<file path="src/rtl/text_terminal_scrollback_engine_defines.svh">
// ---------------------------------------------------------------------------
// text terminal scrollback engine assertion macros
// shared concurrent assertion forms, clocked and disabled during reset
// ---------------------------------------------------------------------------
`ifndef TEXT_TERMINAL_SCROLLBACK_ENGINE_DEFINES_SVH
`define TEXT_TERMINAL_SCROLLBACK_ENGINE_DEFINES_SVH

// same-cycle implication
`define TTS_ASSERT_IMP(label, clk, rst_n, ante, cons, msg) \
    label: assert property (@(posedge clk) disable iff (!rst_n) (ante) |-> (cons)) \
        else $error(msg);

// next-cycle implication
`define TTS_ASSERT_NXT(label, clk, rst_n, ante, cons, msg) \
    label: assert property (@(posedge clk) disable iff (!rst_n) (ante) |=> (cons)) \
        else $error(msg);

`endif

</file>
<file path="src/rtl/tts_fifo.sv">
// ---------------------------------------------------------------------------
// tts_fifo
// small register queue with push/full and pop/empty sides
// ---------------------------------------------------------------------------
module tts_fifo #(
    parameter int WIDTH = 8,
    parameter int DEPTH = 2
) (
    input  logic             i_clk,
    input  logic             i_rst_n,
    input  logic             i_push,
    input  logic [WIDTH-1:0] i_data,
    output logic             o_full,
    input  logic             i_pop,
    output logic [WIDTH-1:0] o_data,
    output logic             o_empty
);

    localparam int PW = $clog2(DEPTH);
    localparam int NW = $clog2(DEPTH + 1);

    logic [WIDTH-1:0] r_mem [DEPTH];
    logic [PW-1:0]    r_wr, n_wr;
    logic [PW-1:0]    r_rd, n_rd;
    logic [NW-1:0]    r_cnt, n_cnt;
    logic             w_push;
    logic             w_pop;

    assign o_full  = (r_cnt == NW'(DEPTH));
    assign o_empty = (r_cnt == '0);
    assign w_push  = i_push && !o_full;
    assign w_pop   = i_pop && !o_empty;
    assign o_data  = r_mem[r_rd];

    // pointer and count update
    always_comb begin
        n_wr  = r_wr;
        n_rd  = r_rd;
        n_cnt = r_cnt;
        if (w_push) begin
            n_wr = (r_wr == PW'(DEPTH - 1)) ? '0 : r_wr + 1'b1;
        end
        if (w_pop) begin
            n_rd = (r_rd == PW'(DEPTH - 1)) ? '0 : r_rd + 1'b1;
        end
        if (w_push && !w_pop) begin
            n_cnt = r_cnt + 1'b1;
        end else if (w_pop && !w_push) begin
            n_cnt = r_cnt - 1'b1;
        end
    end

    // control registers
    always_ff @(posedge i_clk) begin
        if (!i_rst_n) begin
            r_wr  <= '0;
            r_rd  <= '0;
            r_cnt <= '0;
        end else begin
            r_wr  <= n_wr;
            r_rd  <= n_rd;
            r_cnt <= n_cnt;
        end
    end

    // payload storage
    always_ff @(posedge i_clk) begin
        if (w_push) begin
            r_mem[r_wr] <= i_data;
        end
    end

endmodule

</file>
<file path="config.mk">
export PLATFORM = sky130hd
export DESIGN_NAME = tts_fifo
export DESIGN_NICKNAME = d
export VERILOG_FILES = /design/src/rtl/text_terminal_scrollback_engine_defines.svh /design/src/rtl/tts_fifo.sv
export SDC_FILE = /design/constraint.sdc
export NUM_CORES = 1
export LEC_CHECK = 0
export ABC_AREA = 1
export BUFFER_PORTS_ARGS = -buffer_cell sky130_fd_sc_hd__buf_2
export CAP_MARGIN = 20
export CORE_MARGIN = 10
export CORE_UTILIZATION = 33
export CTS_CLUSTER_DIAMETER = 60
export DETAILED_ROUTE_END_ITERATION = 8
export GPL_TIMING_DRIVEN = 0
export PLACE_DENSITY = 0.67
export SYNTH_ARGS = -nofsm -noshare
export SYNTH_HDL_FRONTEND = slang
export SYNTH_SLANG_ARGS = --single-unit
</file>
<file path="constraint.sdc">
create_clock -name i_clk -period 1.2 [get_ports i_clk]
set_input_delay 0.06 -clock i_clk [delete_from_list [all_inputs] [get_ports i_clk]]
set_output_delay 0.06 -clock i_clk [all_outputs]
set_load 0.005 [all_outputs]
</file>
==> results.txt, run 1 <==
Routed via count divided by cell count -> 4.44
Portion of the post-synthesis area used by sequential elements -> 70.5%
Final critical-path setup slack -> -0.103 ns
Hold Worst Slack -> 0.165 ns
Wire length of the first global-routing pass -> 3020 um
R2R depth -> 9
VDD IR max -> 0.955 mV
Share of the clock period used by the worst path after layout -> 109%
Result of the run -> finished, violations left
Buffers from clock root to sink, at most -> 2
Maximum frequency from static timing analysis -> 767 MHz
Aggregate routed wire length -> 1770 um
Full die area -> 4890 um^2
Final hold viol count -> 0
Floorplan Core Area -> 2430 um^2
CTS sink cnt -> 21
# placed instances -> 114
Commonest cells after routing, fill and taps aside -> sky130_fd_sc_hd__edfxtp_1, sky130_fd_sc_hd__buf_2, sky130_fd_sc_hd__dlygate4sd3_1, sky130_fd_sc_hd__mux2_4, sky130_fd_sc_hd__buf_6
Sort of element at the end of the critical path -> flip-flop
Hold crit path type -> primary input to flip-flop
Average wire length per cell after detail routing -> 13.3 um
Final std cells w/o fill -> 133
Setup Skew -> 0.00320 ns
Number of vias in the routed layout -> 591
Synthesis-to-layout area growth -> 53.3%
Distinct cell type count after synthesis -> 15
Worst-skew pair later-pin latency -> 0.29 ns
Boundary pin count -> 22
DRC errors left -> 0
Count of pins over their slew limit -> 0
Shortest clock period the worst path allows after layout -> 1.30 ns
Pin count of the biggest net entering global routing -> 13
Antenna violations before repair -> 0
Number of global-route vias before repair -> 695
Post-synthesis sequential element count -> 21
Height of the chip -> 70.0 um
Clock tree root buffer cell -> sky130_fd_sc_hd__clkbuf_4
Layout Nets -> 117
Gr usage total -> 7.34%
Starting utilization of the core area -> 33.8%
Summed negative setup slack over all endpoints -> -1.11 ns
Gate count after technology mapping -> 63
Post-synthesis net count -> 76
WP data arrival -> 1.51 ns
Count of warnings emitted by yosys -> 0
HPWL reported at the end of detailed placement -> 1170 um
Maximum net fanout on the critical path -> 4
Final GP Congestion -> 0.714
Leakage power of the design -> 0.000532 uW
Kind of start point of the critical path -> flip-flop
Finish-stage setup viols -> 27
Diode insertion count for antenna repair -> 0
Share of cells above drive strength 1 -> 54.4%
Count of buffers inserted at the top-level ports -> 21
First-pass detailed-route iteration total -> 4
Antenna viol nets, final -> 0
Number of buffers added by the clock tree synthesis step -> 3
Remaining global-route overflow -> 0
Initial DRC count -> 5
Clock H-tree levels -> 1
Worst max-slew margin expressed relative to the limit -> 69.3%
Core Rows -> 18
Fill cell instance count of the final layout -> 220
Clock slew at reported path FFs -> 0.11 ns
Worst hold stages -> 4
Worst slew pin tran -> 0.460 ns
Most frequent standard cell in the layout excluding fill and tap cells -> sky130_fd_sc_hd__edfxtp_1
Required time worst endpoint -> 1.40 ns
Worst setup path category -> flip-flop to flip-flop
Total of max-cap violations -> 0
Mean area per synthesized cell -> 13.1 um^2
Cell Area, Synth -> 823 um^2
Violated checks -> setup timing
Total power divided by cell area -> 1860 nW/um^2
CTS tree -> yes
Horizontal die dimension -> 70.0 um
RSZ-0062 raised after global routing -> yes
-- worst paths after layout --
path | startpoint | endpoint | slack [ns]
worst min-delay path | i_push | r_wr$_SDFFE_PN0N_ | 0.16
worst min register to register | r_rd$_SDFFE_PN0P_ | r_rd$_SDFFE_PN0P_ | 0.53
worst max-delay path | r_cnt[1]$_SDFFE_PN0P_ | r_cnt[1]$_SDFFE_PN0P_ | -0.10
worst max register to register | r_cnt[1]$_SDFFE_PN0P_ | r_cnt[1]$_SDFFE_PN0P_ | -0.10
-- critical path, stage by stage, from the launching register on --
cell                      delay, ns
sky130_fd_sc_hd__dfxtp_2       0.37
sky130_fd_sc_hd__inv_2         0.06
sky130_fd_sc_hd__o21ai_4       0.20
sky130_fd_sc_hd__inv_2         0.08
sky130_fd_sc_hd__ha_4          0.28
sky130_fd_sc_hd__inv_2         0.04
sky130_fd_sc_hd__nand3_2       0.04
sky130_fd_sc_hd__nand2_1       0.05
sky130_fd_sc_hd__inv_1         0.05
sky130_fd_sc_hd__nor2_1        0.04
-- state kept, by name, summed over array words and instances (netlist names), named ones only --
register  flops
r_wr          1
r_cnt         2
r_rd          1
r_mem        16
-- kinds of logic (layout without fill, tap and decap cells) --
family	count (synthesis)	in the layout	synth area share, %
flip-flops	21	21	70.5
AND/OR/NAND/NOR	19	19	9.42
multiplexers	8	8	10.9
AO/OA/AOI/OAI	4	4	2.89
buffers and inverters	10	50	4.71
adder cells (fa/ha/maj)	1	1	1.52
-- cells in the mapped netlist --
| cell type | instances | area (um^2) |
|---|---|---|
| sky130_fd_sc_hd__ha_1 | 1 | 12.5 |
| sky130_fd_sc_hd__mux2_2 | 8 | 90.1 |
| sky130_fd_sc_hd__nor2_1 | 10 | 37.5 |
| sky130_fd_sc_hd__nand2_1 | 6 | 22.5 |
| sky130_fd_sc_hd__inv_1 | 8 | 30.0 |
| sky130_fd_sc_hd__o21ai_0 | 2 | 10.0 |
| sky130_fd_sc_hd__o21ai_2 | 1 | 8.76 |
| sky130_fd_sc_hd__dfxtp_1 | 5 | 100 |
| sky130_fd_sc_hd__nand3_1 | 1 | 5.00 |
| sky130_fd_sc_hd__buf_2 | 1 | 5.00 |
| sky130_fd_sc_hd__edfxtp_1 | 16 | 480 |
| sky130_fd_sc_hd__nor2_2 | 1 | 6.26 |
| sky130_fd_sc_hd__a21oi_1 | 1 | 5.00 |
| sky130_fd_sc_hd__inv_2 | 1 | 3.75 |
| sky130_fd_sc_hd__nand4_1 | 1 | 6.26 |
-- where the power goes --
group	switching (uW)	leakage (uW)	internal [uW]
Sequential	79.6	0.000192	943
Combinational	436	0.000322	559
Clock	204	0.0000177	124
Total	719	0.000532	1630
-- through the flow --
stage	total power (uW)	area, um^2	setup slack [ns]	utilization [%]
2_1_floorplan	1420	838	0.0000734	-
3_3_place_gp	1610	981	-0.195	40.3
3_5_place_dp	1650	981	-0.271	40.3
4_1_cts	2350	1260	-0.0945	51.7
5_1_grt	2510	1260	-0.182	51.9
6_report	2350	1260	-0.103	51.9
-- routing by layer --
layer	up-vias	track usage, %	routed length, um
li1	298	-	-
met1	269	7.41	693
met2	20	12.8	918
met3	4	3.25	120
met4	0	3.07	33
met5	-	0	0
-- layout make-up --
class	count	area [um^2]	area share (%)
buffer	1	15.0	1.19
clock buffer	3	22.5	1.78
clock inverter	1	5.00	0.396
inverter	9	33.8	2.68
multi-input combinational	32	272	21.5
sequential	21	587	46.5
tap	30	37.5	2.97
timing repair buffer	36	290	23.0
-- timing repair --
item	in CTS	in global routing
setup endpoints to repair	26	28
pin swaps	9	6
setup buffers	6	1
hold buffers	9	0
gates resized for setup	28	2
hold endpoints to repair	17	0
Power figures use the tool's default switching activity.
==> inputs of run 2 (changes only) <==
--- a/config.mk
+++ b/config.mk
@@ -9,11 +9,11 @@
 export BUFFER_PORTS_ARGS = -buffer_cell sky130_fd_sc_hd__buf_2
 export CAP_MARGIN = 20
 export CORE_MARGIN = 10
-export CORE_UTILIZATION = 33
+export CORE_UTILIZATION = 40
 export CTS_CLUSTER_DIAMETER = 60
 export DETAILED_ROUTE_END_ITERATION = 8
 export GPL_TIMING_DRIVEN = 0
-export PLACE_DENSITY = 0.67
+export PLACE_DENSITY = 0.77
 export SYNTH_ARGS = -nofsm -noshare
 export SYNTH_HDL_FRONTEND = slang
 export SYNTH_SLANG_ARGS = --single-unit
==> run 2 against run 1 <==
Effect of this change:
- the run still ends with setup timing left
- routed wire length decreased by 4.2%
- first-iteration DRC count grew to 4.0 times the previous value
- flip-flop and latch count unchanged
- via count grew 1.0%
- register-to-register slack gained 0.02 ns
- sequential power about the same
- clock skew is 0.0021 ns lower
- hold slack lost 0.15 ns
==> results.txt, run 2 (synthesized netlist as in run 1, its figures left out) <==
Hold crit path type -> primary input to flip-flop
Final critical-path setup slack -> -0.0815 ns
Antenna viol nets, final -> 0
Core Rows -> 16
Share of the clock period used by the worst path after layout -> 107%
Clock slew at reported path FFs -> 0.10 ns
Boundary pin count -> 22
Worst setup path category -> flip-flop to flip-flop
RSZ-0062 raised after global routing -> yes
Synthesis-to-layout area growth -> 52.4%
Floorplan Core Area -> 1960 um^2
Starting utilization of the core area -> 42.0%
Hold Worst Slack -> 0.0125 ns
CTS sink cnt -> 21
Global routing usage on met1 -> 7.60%
Pin count of the biggest net entering global routing -> 12
Top Registers -> r_mem: 16 flops, r_cnt: 2 flops
Aggregate routed wire length -> 1690 um
Setup Skew -> 0.00107 ns
Area post-placement -> 977 um^2
Average wire length per cell after detail routing -> 13.0 um
Commonest cells after routing, fill and taps aside -> sky130_fd_sc_hd__edfxtp_1, sky130_fd_sc_hd__buf_2, sky130_fd_sc_hd__mux2_4, sky130_fd_sc_hd__dlygate4sd3_1, sky130_fd_sc_hd__buf_6
Footprint of the flip-flops and latches -> 587 um^2
Full die area -> 4270 um^2
Routed via count divided by cell count -> 4.59
Area of the multi-input gates -> 272 um^2
Maximum net fanout on the critical path -> 4
GR Util met3 -> 3.22%
WP data arrival -> 1.48 ns
Required time worst endpoint -> 1.40 ns
Finish-stage setup viols -> 12
Power Total -> 2360 uW
Horizontal die dimension -> 65.4 um
Leakage power of the design -> 0.000530 uW
Count of pins over their slew limit -> 0
First-pass detailed-route iteration total -> 4
Met2 Resource Use GR -> 14.9%
Count of buffers inserted at the top-level ports -> 21
Gr usage total -> 7.89%
Sort of element at the end of the critical path -> flip-flop
Total power divided by cell area -> 1880 nW/um^2
Final hold viol count -> 0
Shortest clock period the worst path allows after layout -> 1.28 ns
Result of the run -> finished, violations left
Kind of start point of the critical path -> flip-flop
Number of vias in the routed layout -> 597
Worst max-slew margin expressed relative to the limit -> 72.2%
Clock tree root buffer cell -> sky130_fd_sc_hd__clkbuf_4
Diode insertion count for antenna repair -> 0
GRT Max-Usage Layer -> met2
VDD IR max -> 1.15 mV
CTS tree -> yes
Layout Nets -> 117
Wire length of the first global-routing pass -> 2690 um
Maximum frequency from static timing analysis -> 780 MHz
Initial DRC count -> 20
Worst slack at placement -> -0.191 ns
Remaining global-route overflow -> 0
Worst slew pin tran -> 0.416 ns
Final GP Congestion -> 0.672
Fill cell instance count of the final layout -> 174
HPWL reported at the end of detailed placement -> 1170 um
Number of buffers added by the clock tree synthesis step -> 3
Register with the most flip-flops -> r_mem
Violated checks -> setup timing
Clock H-tree levels -> 1
Total of max-cap violations -> 0
Worst-skew pair later-pin latency -> 0.29 ns
Share of cells above drive strength 1 -> 54.4%
Number of global-route vias before repair -> 655
Height of the chip -> 65.4 um
Final Cell Area -> 1250 um^2
Largest register FFs -> 16
Antenna violations before repair -> 0
Most frequent standard cell in the layout excluding fill and tap cells -> sky130_fd_sc_hd__edfxtp_1
Buffers from clock root to sink, at most -> 2
DRC errors left -> 0
## run 2: cell count changes in the layout (fill, tap and decap cells not counted), sizes merged
cell	change
buf	+1
clkbuf	+1
clkinv	-1
dlygate4sd3	-1
## run 2: area by class of cell
cell class,instances,area share (%)
timing repair buffer,36,22.9
sequential,21,46.8
multi-input combinational,32,21.6
clock buffer,4,2.09
buffer,1,1.20
tap,27,2.69
inverter,9,2.69
## run 2: path summary, 6_finish.rpt
check,from,endpoint,slack (ns),depth (start not counted)
hold reg to reg,r_rd$_SDFFE_PN0P_,r_rd$_SDFFE_PN0P_,0.52,2
setup / recovery,r_cnt[1]$_SDFFE_PN0P_,r_cnt[1]$_SDFFE_PN0P_,-0.08,9
hold / removal,i_rst_n,r_cnt[1]$_SDFFE_PN0P_,0.01,3
setup reg to reg,r_cnt[1]$_SDFFE_PN0P_,r_cnt[1]$_SDFFE_PN0P_,-0.08,9
## run 2: worst max-delay path, stage by stage, from the launching register on
cell and delay [ns]:
sky130_fd_sc_hd__dfxtp_2 0.36, sky130_fd_sc_hd__inv_2 0.05, sky130_fd_sc_hd__o21ai_4 0.20, sky130_fd_sc_hd__inv_2 0.08, sky130_fd_sc_hd__ha_4 0.28, sky130_fd_sc_hd__inv_2 0.04, sky130_fd_sc_hd__nand3_2 0.04, sky130_fd_sc_hd__nand2_1 0.05
sky130_fd_sc_hd__inv_1 0.05, sky130_fd_sc_hd__nor2_1 0.03
## run 2: repair_timing
item                                    4_1_cts  5_1_grt
pin swaps                                     8        4
gates resized for setup                      27        3
hold buffers                                  8        0
buffers inserted                              6        1
endpoints found under the hold margin        16        0
endpoints found under the setup margin       26       27
## run 2: per-stage QoR
step | TNS, ns | instances | util, %
floorplan | 0 | 63 | -
global placement | -2.72 | 111 | 49.8
detailed placement | -3.14 | 111 | 49.8
CTS | -0.743 | 129 | 63.2
global route | -2.45 | 130 | 64.0
finish | -0.667 | 130 | 64.0
## run 2: per-layer routing
layer  routed length [um]  vias to the layer above
met3                  138                        2
met5                    0                        -
met4                   20                        0
met1                  656                      277
met2                  875                       20
li1                     -                      298
## run 2: where the power goes
part / internal, uW / switching [uW] / leakage (uW)
logic: 575 / 453 / 0.000323
registers: 943 / 71.4 / 0.000192
clock network: 129 / 191 / 0.0000150
total: 1650 / 716 / 0.000530
