===== src/rtl/text_terminal_scrollback_engine_defines.svh =====
// ---------------------------------------------------------------------------
// text terminal scrollback engine assertion macros
// shared concurrent assertion forms, clocked and disabled during reset
// ---------------------------------------------------------------------------
`ifndef TEXT_TERMINAL_SCROLLBACK_ENGINE_DEFINES_SVH
`define TEXT_TERMINAL_SCROLLBACK_ENGINE_DEFINES_SVH

// same-cycle implication
`define TTS_ASSERT_IMP(label, clk, rst_n, ante, cons, msg) \
    label: assert property (@(posedge clk) disable iff (!rst_n) (ante) |-> (cons)) \
        else $error(msg);

// next-cycle implication
`define TTS_ASSERT_NXT(label, clk, rst_n, ante, cons, msg) \
    label: assert property (@(posedge clk) disable iff (!rst_n) (ante) |=> (cons)) \
        else $error(msg);

`endif


===== src/rtl/tts_pkg.sv =====
// ---------------------------------------------------------------------------
// tts_pkg
// shared opcodes, command kinds and beat formats of the scrollback engine
// ---------------------------------------------------------------------------
package tts_pkg;

    // input opcodes
    typedef enum logic [1:0] {
        OP_PUT   = 2'd0,
        OP_READ  = 2'd1,
        OP_CLEAR = 2'd2,
        OP_NONE  = 2'd3
    } t_opcode;

    // configuration register indexes
    localparam int CFG_INDEX_W = 1;
    localparam logic [CFG_INDEX_W-1:0] CFG_FG = 1'b0;
    localparam logic [CFG_INDEX_W-1:0] CFG_BG = 1'b1;
    localparam int CFG_DATA_W = 4;

    // reset colors
    localparam logic [3:0] FG_RESET = 4'd7;
    localparam logic [3:0] BG_RESET = 4'd0;

    // character classes
    localparam logic [7:0] CHAR_LINE_FEED = 8'd10;
    localparam logic [7:0] CHAR_FIRST     = 8'd32;
    localparam logic [7:0] CHAR_LAST      = 8'd126;

    // grey-on-black space written by a line feed
    localparam logic [15:0] BLANK_CELL = 16'h0720;

    // classified command kinds
    typedef enum logic [2:0] {
        K_NOP       = 3'd0,
        K_PRINT     = 3'd1,
        K_ADVANCE   = 3'd2,
        K_LINE_FEED = 3'd3,
        K_READ      = 3'd4,
        K_CLEAR     = 3'd5
    } t_kind;

    // command beat from front to back
    typedef struct packed {
        t_kind       kind;
        logic [15:0] cell_data;
        logic [4:0]  read_row;
        logic [6:0]  read_column;
    } t_cmd;

    // result beat
    typedef struct packed {
        logic [15:0] cell_entry;
        logic [6:0]  cursor_column;
        logic [4:0]  cursor_screen_row;
        logic [5:0]  scroll_shift;
    } t_result;

endpackage


===== src/rtl/tts_front.sv =====
// ---------------------------------------------------------------------------
// tts_front
// color registers and classification of input beats into commands
// ---------------------------------------------------------------------------
module tts_front
    import tts_pkg::*;
#(
    parameter int COLUMNS = 80
) (
    input  logic                   i_clk,
    input  logic                   i_rst_n,
    input  logic                   i_cfg_we,
    input  logic [CFG_INDEX_W-1:0] i_cfg_index,
    input  logic [CFG_DATA_W-1:0]  i_cfg_data,
    input  logic [1:0]             i_opcode,
    input  logic [7:0]             i_char_code,
    input  logic [4:0]             i_read_row,
    input  logic [6:0]             i_read_column,
    output t_cmd                   o_cmd
);

    logic [3:0] r_fg;
    logic [3:0] r_bg;
    logic       w_printable;
    logic       w_col_ok;

    // color registers
    always_ff @(posedge i_clk) begin
        if (!i_rst_n) begin
            r_fg <= FG_RESET;
            r_bg <= BG_RESET;
        end else if (i_cfg_we) begin
            priority if (i_cfg_index == CFG_FG) begin
                r_fg <= i_cfg_data;
            end else begin
                r_bg <= i_cfg_data;
            end
        end
    end

    assign w_printable = (i_char_code >= CHAR_FIRST) && (i_char_code <= CHAR_LAST);
    assign w_col_ok    = (8'(i_read_column) < 8'(COLUMNS));

    // classify the beat
    always_comb begin
        o_cmd.cell_data   = {r_bg, r_fg, i_char_code};
        o_cmd.read_row    = i_read_row;
        o_cmd.read_column = i_read_column;
        unique case (t_opcode'(i_opcode))
            OP_PUT: begin
                priority if (i_char_code == CHAR_LINE_FEED) begin
                    o_cmd.kind = K_LINE_FEED;
                end else if (w_printable) begin
                    o_cmd.kind = K_PRINT;
                end else begin
                    o_cmd.kind = K_ADVANCE;
                end
            end
            // a column past the row reads as zero
            OP_READ:  o_cmd.kind = w_col_ok ? K_READ : K_NOP;
            OP_CLEAR: o_cmd.kind = K_CLEAR;
            OP_NONE:  o_cmd.kind = K_NOP;
        endcase
    end

endmodule


===== config.mk =====
export PLATFORM = sky130hd
export DESIGN_NAME = tts_front
export DESIGN_NICKNAME = d
export VERILOG_FILES = /design/src/rtl/text_terminal_scrollback_engine_defines.svh /design/src/rtl/tts_pkg.sv /design/src/rtl/tts_front.sv
export SDC_FILE = /design/constraint.sdc
export NUM_CORES = 1
export LEC_CHECK = 0
export BUFFER_PORTS_ARGS = -buffer_cell sky130_fd_sc_hd__buf_2
export CORE_MARGIN = 4
export CORE_UTILIZATION = 23
export CTS_BUF_LIST = sky130_fd_sc_hd__clkbuf_2 sky130_fd_sc_hd__clkbuf_4 sky130_fd_sc_hd__clkbuf_8
export CTS_CLUSTER_SIZE = 40
export DETAILED_ROUTE_END_ITERATION = 8
export GPL_TIMING_DRIVEN = 1
export SYNTH_ARGS = -nofsm -noshare
export SYNTH_HDL_FRONTEND = slang
export SYNTH_SLANG_ARGS = --single-unit

===== constraint.sdc =====
create_clock -name i_clk -period 1.1 [get_ports i_clk]
set_clock_uncertainty 0.15 [all_clocks]
set_input_delay 0.11 -clock i_clk [delete_from_list [all_inputs] [get_ports i_clk]]
set_output_delay 0.11 -clock i_clk [all_outputs]
set_load 0.1 [all_outputs]

==> results.py, run 1 <==
metrics = {
    "grt": {
        "grt_usage_pct": 11.4,
        "grt_first_pass_wirelength_um": 2860,
        "grt-ovfl-total": 0,
        "antenna_found_initial": 0,
        "grt_pass1_vias": 639,
        "grt_max_degree": 9,
    },
    "power_and_ir_drop": {
        "powerDensity_nw_per_um2": 1050,
        "power_leakage_nw": 0.534,
        "finalPower_mw": 1.25,
        "ir_drop_v": 0.000667,
    },
    "cells_and_area": {
        "area_growth_pct": 125,
        "multiInputGateArea_um2": 265,
        "n_antenna_cell": 0,
        "fillCellCount": 204,
        "post-route-util_pct": 53.8,
        "register_area_um2": 170,
        "final_common_cell": "buf_12",
        "layout_common_cells": "22 x buf_12, 16 x buf_2, 14 x nand2_1",
        "layoutNonFillerInstCount": 136,
        "nets": 140,
        "layout-drive-gt1-share_pct": 64.8,
        "fin_area_um2": 1190,
    },
    "run_status": {
        "outcome": "finished, violations left",
        "violations": "setup timing",
    },
    "cts": {
        "htree_levels": 1,
        "cts-root-buf": "clkbuf_4",
        "clk_pin_slew_ns": 0.05,
        "insertion_delay_ns": 0.25,
        "numCtsBuffers": 3,
        "cts_tree": "built",
        "clk_path_buf_depth": 2,
        "cts_setup_buffers": 0,
        "cts_sinks": 8,
    },
    "worst_setup_path": {
        "required_ns": 0.84,
        "start_kind": "input pin",
        "crit_fanout": 3,
        "crit_chain": "buf_8 -> nor4_4 -> nand4_1 -> a21oi_4 -> buf_12",
        "cpPeakStageDelay_ns": 0.25,
        "crit_slowest_cell": "nor4_4",
        "critPathArrivalTime_ns": 1.00,
        "worst_setup_path_end_kind": "primary output",
        "crit_type": "in -> out",
    },
    "place": {
        "post_dp_cell_area_um2": 1080,
        "post-dp-hpwl_um": 1370,
        "place_congestion": 0.788,
        "placedCellCount": 128,
        "io_buffers": 42,
    },
    "sta": {
        "max_freq_ghz": 0.795,
        "maxSlewHeadroom_pct": 85.9,
        "tns_ns": -0.286,
        "worst_pin_slew_ns": 0.211,
        "period_needed_ns": 1.26,
        "timing.final.hold_violations": 0,
        "finalSetupViolations": 2,
        "min_period_over_period_pct": 114,
        "rsz0062_at_grt": "true",
        "finalWorstSetupSlack_ns": -0.158,
        "slew_viol_final": 0,
    },
    "floorplanning": {
        "chipHeight_um": 56.0,
        "start_util_pct": 24.0,
        "fp-row-count": 17,
        "io_pins": 61,
        "core_area_um2": 2210,
        "dieArea_um2": 3140,
        "die_x_um": 56.0,
    },
    "routing": {
        "num_vias": 571,
        "wl_um": 1640,
        "drt_first_pass_iters": 3,
        "final_antenna_net_count": 0,
        "post_drt_via_cell_ratio": 4.20,
        "post_drt_wl_per_cell_um": 12.0,
        "drt_iter0_markers": 4,
        "drc": 0,
    },
    "logic_synthesis": {
        "synth.largest_area_cell": "dfxtp_1",
        "synth_area_um2": 531,
        "ys_warn_count": 0,
        "yosysTopAreaCellShare_pct": 30.2,
        "ys_ff_latch": 8,
        "synth_cells": 67,
        "syn_nets": 97,
        "yosysSeqAreaShare_pct": 30.2,
        "post_synth.cell_area_avg_um2": 7.92,
        "synth_area_leaders": "dfxtp_1 30%, buf_4 28%, nand2_1 9.9%, a21boi_1 7.1%, nand3_1 6.6%",
        "yosys.cell_types.count": 16,
    },
    "flow_run": {
        "max_cap_violations": 0,
    },
    "hold_path": {
        "hp-class": "in -> reg",
    },
}
worst max-delay path: cells and delay by family:
family | cells | cell delay [ns]
AO/OA/AOI/OAI | 1 | 0.18
AND/OR/NAND/NOR | 2 | 0.41
buffers and inverters | 2 | 0.29
flip-flops by register name, summed over array words and instances (netlist names):
name	flops
r_bg	4
r_fg	4
power by group:
part           internal, mW  total, mW  switching [mW]
registers             0.310      0.326          0.0158
logic                 0.274      0.710           0.436
clock network         0.124      0.214          0.0900
per-layer routing:
layer	vias to the layer above	global-route usage, %	part of all wire [%]
met5	-	0	0
met4	0	6.10	3.7
met3	8	2.78	4.6
met2	11	21.4	60
met1	261	11.3	32
li1	291	-	-
synth_stat cells:
master and count:
buf_4 20, nand2_1 14, dfxtp_1 8, nand3_1 7, a21boi_1 5, and2b_1 2, nand4_1 2, a21oi_1 1
mux2i_1 1, nand2b_1 1, nand4b_1 1, nor2_1 1, nor4_2 1, o21ai_0 1, o21ba_1 1, o22ai_1 1
kinds of logic (layout without fill, tap and decap cells):
| logic type | after synthesis | in the layout | synth area share [%] |
|---|---|---|---|
| multiplexers | 1 | 1 | 1.89 |
| buffers and inverters | 20 | 61 | 28.3 |
| flip-flops | 8 | 8 | 30.2 |
| AO/OA/AOI/OAI | 9 | 9 | 12.0 |
| AND/OR/NAND/NOR | 29 | 29 | 27.6 |
per-stage QoR:
step                      hold slack (ns)  setup WS, ns
after floorplan                    0.0318        -0.279
after CTS                          0.0141        -0.176
after global routing               0.0285        -0.206
final                              0.0195        -0.158
after detailed placement           0.0707        -0.253
after global placement             0.0707        -0.212
final cells by class:
class	instances	share of cell area [%]
Sequential cell	8	14.3
Multi-Input combinational cell	39	22.3
Tap cell	28	2.94
Clock buffer	3	1.89
Timing Repair Buffer	58	58.6
path summary, 6_finish.rpt:
| kind | startpoint | to | slack, ns | depth (start not counted) |
|---|---|---|---|---|
| hold reg to reg | r_fg[3] | r_fg[3] | 0.32 | 2 |
| setup reg to reg | r_bg[1] | r_bg[1] | 0.35 | 2 |
| setup / recovery | i_char_code[0] | o_cmd[28] | -0.16 | 5 |
| hold / removal | i_cfg_index | r_bg[0] | 0.02 | 3 |
timing repair:
item	4_1_cts	5_1_grt
cloned	0	0
pin swaps	4	1
setup endpoints to repair	2	2
endpoints found under the hold margin	8	0
resized for setup	7	1
hold buffers	5	0
Note: power is estimated with default switching activity, not from simulation.
==> inputs of run 2 (changes only) <==
--- a/config.mk
+++ b/config.mk
@@ -7,11 +7,12 @@
 export LEC_CHECK = 0
 export BUFFER_PORTS_ARGS = -buffer_cell sky130_fd_sc_hd__buf_2
 export CORE_MARGIN = 4
-export CORE_UTILIZATION = 23
+export CORE_UTILIZATION = 36
 export CTS_BUF_LIST = sky130_fd_sc_hd__clkbuf_2 sky130_fd_sc_hd__clkbuf_4 sky130_fd_sc_hd__clkbuf_8
 export CTS_CLUSTER_SIZE = 40
 export DETAILED_ROUTE_END_ITERATION = 8
 export GPL_TIMING_DRIVEN = 1
+export PLACE_DENSITY = 0.9
 export SYNTH_ARGS = -nofsm -noshare
 export SYNTH_HDL_FRONTEND = slang
 export SYNTH_SLANG_ARGS = --single-unit
==> results.py, run 2 (synthesis gave the netlist of run 1 again) <==
metrics = {
    "routing": {
        "post_drt_wl_per_cell_um": 19.7,
        "num_vias": 654,
        "drc": 0,
        "met2_length_um": 1400,
        "post_drt_via_cell_ratio": 5.32,
        "wl_um": 2420,
        "final_antenna_net_count": 0,
        "routed-wl-met3_um": 135,
        "topRoutingLayerUsed": "met4",
        "drt_iter0_markers": 14,
        "met1_length_um": 776,
        "drt_first_pass_iters": 4,
    },
    "floorplanning": {
        "fp-row-count": 13,
        "core_area_um2": 1350,
        "dieArea_um2": 2150,
        "chipHeight_um": 46.4,
        "die_x_um": 46.4,
        "io_pins": 61,
        "start_util_pct": 39.3,
    },
    "cells_and_area": {
        "layout_common_cells": "22 x buf_12, 14 x buf_2, 14 x buf_4",
        "layout-drive-gt1-share_pct": 65.7,
        "final_common_cell": "buf_12",
        "nets": 140,
        "top_regs": "r_bg x4, r_fg x4",
        "area_growth_pct": 123,
        "register_area_um2": 170,
        "post-route-util_pct": 87.6,
        "fillCellCount": 54,
        "multiInputGateArea_um2": 268,
        "n_antenna_cell": 0,
    },
    "worst_setup_path": {
        "cp_top_family": "simple AND/OR/NAND/NOR gates",
        "crit_slowest_cell": "nor4_4",
        "crit_type": "in -> out",
        "crit_start": "i_char_code[0]",
        "worst_setup_path_end_kind": "primary output",
        "crit_fanout": 3,
        "cpPeakStageDelay_ns": 0.26,
        "path_buf_inv": 2,
        "start_kind": "input pin",
        "required_ns": 0.84,
        "crit_chain": "buf_8 -> nor4_4 -> nand4_1 -> a21oi_4 -> buf_12",
        "critPathArrivalTime_ns": 1.03,
        "r2r_start": "r_bg[2]",
    },
    "cts": {
        "cts-root-buf": "clkbuf_4",
        "insertion_delay_ns": 0.26,
        "numCtsBuffers": 3,
        "cts_setup_buffers": 0,
        "cts_sinks": 8,
        "clk_pin_slew_ns": 0.05,
        "clk_path_buf_depth": 2,
        "htree_levels": 1,
        "cts_tree": "built",
    },
    "sta": {
        "timing.final.hold_violations": 0,
        "period_needed_ns": 1.29,
        "slew_viol_final": 0,
        "min_period_over_period_pct": 117,
        "worst_pin_slew_ns": 0.235,
        "rsz0062_at_grt": "true",
        "maxSlewHeadroom_pct": 84.3,
        "finalWorstSetupSlack_ns": -0.187,
        "tns_ns": -0.357,
        "max_freq_ghz": 0.777,
        "finalSetupViolations": 2,
    },
    "power_and_ir_drop": {
        "p_int_mw": 0.712,
        "seqPwrFrac_pct": 25.4,
        "powerDensity_nw_per_um2": 1090,
        "power_leakage_nw": 0.536,
        "switchingPower_mw": 0.580,
        "power.share.combinational_pct": 56.6,
        "ir_drop_v": 0.000739,
        "swShare_pct": 44.9,
        "clockPowerShare_pct": 18.0,
    },
    "run_status": {
        "violations": "setup timing",
        "outcome": "finished, violations left",
    },
    "hold_path": {
        "hp-class": "in -> reg",
        "holdCritStartpoint": "i_cfg_index",
    },
    "grt": {
        "grt-ovfl-total": 0,
        "grt_usage_pct": 24.6,
        "grt_pass1_vias": 725,
        "grt_first_pass_wirelength_um": 3590,
        "grt_max_degree": 9,
        "antenna_found_initial": 0,
    },
    "place": {
        "post-dp-hpwl_um": 1750,
        "io_buffers": 42,
        "place_congestion": 0.770,
        "pre_cts_ws_ns": -0.255,
    },
    "flow_run": {
        "max_cap_violations": 0,
    },
}
==> run 2: cell counts in the layout (fill, tap and decap cells not counted) <==
Identical to the previous run, type by type.
==> run 2: per-stage QoR <==
stage | hold WS [ns] | cells | area (µm²) | power [mW]
2_1_floorplan | 0.0318 | 67 | 577 | 0.893
3_3_place_gp | 0.0712 | 115 | 1070 | 1.01
3_5_place_dp | 0.0712 | 115 | 1070 | 1.03
4_1_cts | 0.0308 | 123 | 1170 | 1.28
5_1_grt | 0.0425 | 123 | 1180 | 1.32
6_report | 0.0375 | 123 | 1180 | 1.29
==> run 2: cell type report <==
type	instances	area share, %
clock buffer	3	1.90
sequential	8	14.4
timing repair buffer	58	59.5
multi-input combinational	39	22.6
tap	15	1.59
==> run 2: path summary, 6_finish.rpt <==
path / end / slack (ns) / depth (start not counted)
setup reg to reg: r_bg[2] / 0.25 / 2
hold / removal: r_bg[0] / 0.04 / 3
setup / recovery: o_cmd[28] / -0.19 / 5
hold reg to reg: r_bg[0] / 0.33 / 2
==> run 2: power groups by stage <==
stage,registers [mW],clock network [mW],logic [mW]
2_1_floorplan,0.437,0,0.456
3_3_place_gp,0.332,0,0.675
3_5_place_dp,0.333,0,0.693
4_1_cts,0.327,0.230,0.722
5_1_grt,0.329,0.246,0.749
6_report,0.328,0.233,0.732
==> run 2: layer usage <==
metal  up-vias  global-route usage, %
li1        293                      -
met1       314                   23.5
met2        35                   46.2
met3        12                   7.03
met4         0                   13.1
met5         -                      0
==> run 2: tightest hold or removal path, stage by stage <==
cell,delay [ns]
buf_2,0.15
nand3_1,0.09
a21boi_1,0.05
==> run 2: repair_timing <==
action,4_1_cts,5_1_grt
gates resized for setup,5,4
endpoints found under the setup margin,2,3
pin swaps,3,1
cloned,0,0
endpoints found under the hold margin,7,0
hold buffers,5,0
==> inputs of run 3 (changes only) <==
--- a/config.mk
+++ b/config.mk
@@ -5,14 +5,14 @@
 export SDC_FILE = /design/constraint.sdc
 export NUM_CORES = 1
 export LEC_CHECK = 0
-export BUFFER_PORTS_ARGS = -buffer_cell sky130_fd_sc_hd__buf_2
-export CORE_MARGIN = 4
-export CORE_UTILIZATION = 36
+export CORE_AREA = 4 4 41 43
 export CTS_BUF_LIST = sky130_fd_sc_hd__clkbuf_2 sky130_fd_sc_hd__clkbuf_4 sky130_fd_sc_hd__clkbuf_8
 export CTS_CLUSTER_SIZE = 40
 export DETAILED_ROUTE_END_ITERATION = 8
+export DIE_AREA = 0 0 45 47
+export DONT_BUFFER_PORTS = 1
 export GPL_TIMING_DRIVEN = 1
-export PLACE_DENSITY = 0.9
+export PLACE_DENSITY = 0.59
 export SYNTH_ARGS = -nofsm -noshare
 export SYNTH_HDL_FRONTEND = slang
 export SYNTH_SLANG_ARGS = --single-unit
==> results.py, run 3 (synthesis gave the netlist of run 1 again) <==
metrics = {
    "run_status": {
        "outcome": "finished, violations left",
        "violations": "setup timing",
    },
    "hold_path": {
        "min_path_cells": 3,
        "hp-class": "in -> reg",
        "holdCritStartpoint": "i_cfg_index",
        "hold_path_end": "r_fg[1]",
    },
    "sta": {
        "whs_ns": 0.0279,
        "timing.final.hold_violations": 0,
        "worst_pin_slew_ns": 0.274,
        "slew_viol_final": 0,
        "min_period_over_period_pct": 103,
        "rsz0062_at_grt": "true",
        "finalWorstSetupSlack_ns": -0.0289,
        "max_freq_ghz": 0.886,
        "maxSlewHeadroom_pct": 81.7,
        "period_needed_ns": 1.13,
        "finalSetupViolations": 2,
    },
    "cells_and_area": {
        "top_regs": "r_bg x4, r_fg x4",
        "area_growth_pct": 46.0,
        "layout_common_cells": "13 x nand2_1, 11 x buf_12, 8 x dfxtp_2",
        "final_common_cell": "nand2_1",
        "fillCellCount": 114,
        "fin_area_um2": 774,
        "layoutNonFillerInstCount": 83,
        "layout-drive-gt1-share_pct": 42.6,
        "nets": 100,
        "n_antenna_cell": 0,
    },
    "cts": {
        "cts_setup_buffers": 0,
        "insertion_delay_ns": 0.25,
        "clk_pin_slew_ns": 0.05,
        "cts_sinks": 8,
        "cts_tree": "built",
        "htree_levels": 1,
        "clk_path_buf_depth": 2,
        "numCtsBuffers": 3,
        "cts-root-buf": "clkbuf_4",
    },
    "power_and_ir_drop": {
        "seqPwrFrac_pct": 35.9,
        "p_int_mw": 0.576,
        "power.share.combinational_pct": 40.2,
        "clockPowerShare_pct": 24.0,
        "switchingPower_mw": 0.332,
        "finalPower_mw": 0.908,
        "swShare_pct": 36.5,
        "powerDensity_nw_per_um2": 1170,
        "power_leakage_nw": 0.316,
        "ir_drop_v": 0.000821,
    },
    "floorplanning": {
        "die_x_um": 45,
        "dieArea_um2": 2120,
        "fp-row-count": 13,
        "start_util_pct": 40.8,
        "chipHeight_um": 47,
        "core_area_um2": 1300,
        "io_pins": 61,
    },
    "grt": {
        "grt_first_pass_wirelength_um": 1890,
        "grt_pass1_vias": 437,
        "antenna_found_initial": 0,
        "grt-ovfl-total": 0,
        "grt_usage_pct": 12.9,
        "grt_max_degree": 9,
    },
    "worst_setup_path": {
        "crit_slowest_cell": "nor4_4",
        "r2r_start": "r_fg[3]",
        "critPathArrivalTime_ns": 0.87,
        "crit_type": "in -> out",
        "crit_chain": "nor4_4 -> nand4_1 -> a21oi_4 -> buf_12",
        "reg2reg_slack_ns": 0.34,
        "ff2ff_path_depth": 2,
        "required_ns": 0.84,
        "crit_fanout": 3,
        "start_kind": "input pin",
        "reg2reg_to": "r_fg[3]",
        "cpPeakStageDelay_ns": 0.24,
        "worst_setup_path_end_kind": "primary output",
    },
    "place": {
        "io_buffers": 0,
        "place_congestion": 0.714,
        "pre_cts_ws_ns": -0.0838,
        "post-dp-hpwl_um": 981,
        "placedCellCount": 73,
        "post_dp_cell_area_um2": 666,
    },
    "routing": {
        "post_drt_wl_per_cell_um": 15.1,
        "drt_first_pass_iters": 4,
        "wl_um": 1260,
        "drt_iter0_markers": 4,
        "post_drt_via_cell_ratio": 5.45,
        "final_antenna_net_count": 0,
        "drc": 0,
        "num_vias": 452,
    },
    "flow_run": {
        "max_cap_violations": 0,
    },
}
[run 3: per-layer routing]
| layer | up-vias | track usage [%] | wire length, µm |
|---|---|---|---|
| li1 | 214 | - | - |
| met1 | 205 | 11.1 | 404 |
| met2 | 31 | 23.4 | 666 |
| met3 | 2 | 7.66 | 179 |
| met4 | 0 | 7.02 | 5 |
| met5 | - | 0 | 0 |
[run 3: how the worst max path moves through the flow]
stage,from,end,cells after the start
2_1_floorplan,i_char_code[2],o_cmd[28],3
3_3_place_gp,i_char_code[2],o_cmd[28],4
3_5_place_dp,i_char_code[2],o_cmd[28],4
4_1_cts,i_char_code[2],o_cmd[28],4
5_1_grt,i_char_code[2],o_cmd[28],4
6_report,i_char_code[2],o_cmd[28],4
[run 3: area by class of cell]
| type | instances | area, µm² | share of cell area, % |
|---|---|---|---|
| Timing Repair Buffer | 18 | 295 | 38.1 |
| Multi-Input combinational cell | 39 | 268 | 34.6 |
| Sequential cell | 8 | 170 | 22.0 |
| Clock buffer | 3 | 22.5 | 2.91 |
| Tap cell | 15 | 18.8 | 2.42 |
[run 3: power by group through the flow]
stage | Sequential, mW | Combinational (mW) | Clock, mW
floorplan | 0.437 | 0.456 | 0
detailed placement | 0.332 | 0.333 | 0
global placement | 0.331 | 0.331 | 0
global route | 0.327 | 0.377 | 0.253
finish | 0.326 | 0.365 | 0.218
CTS | 0.326 | 0.364 | 0.229
[run 3: timing repair]
item                       CTS  global route
hold buffers                 7             0
gates resized for setup      1             3
pin swaps                    2             1
setup endpoints to repair    2            10
hold endpoints to repair     8             0
[run 3: metrics by stage]
step | TNS [ns] | util (%)
finish | -0.0577 | 59.5
global route | -0.177 | 59.5
CTS | -0.0787 | 58.9
detailed placement | -0.109 | 51.2
global placement | -0.104 | 51.2
floorplan | -0.395 | -
[run 3: critical path: cells and delay by family]
family	cells	cell delay, ns
and+or+nand+nor	2	0.40
buffers and inverters	1	0.18
AOI/OAI and AO/OA	1	0.17
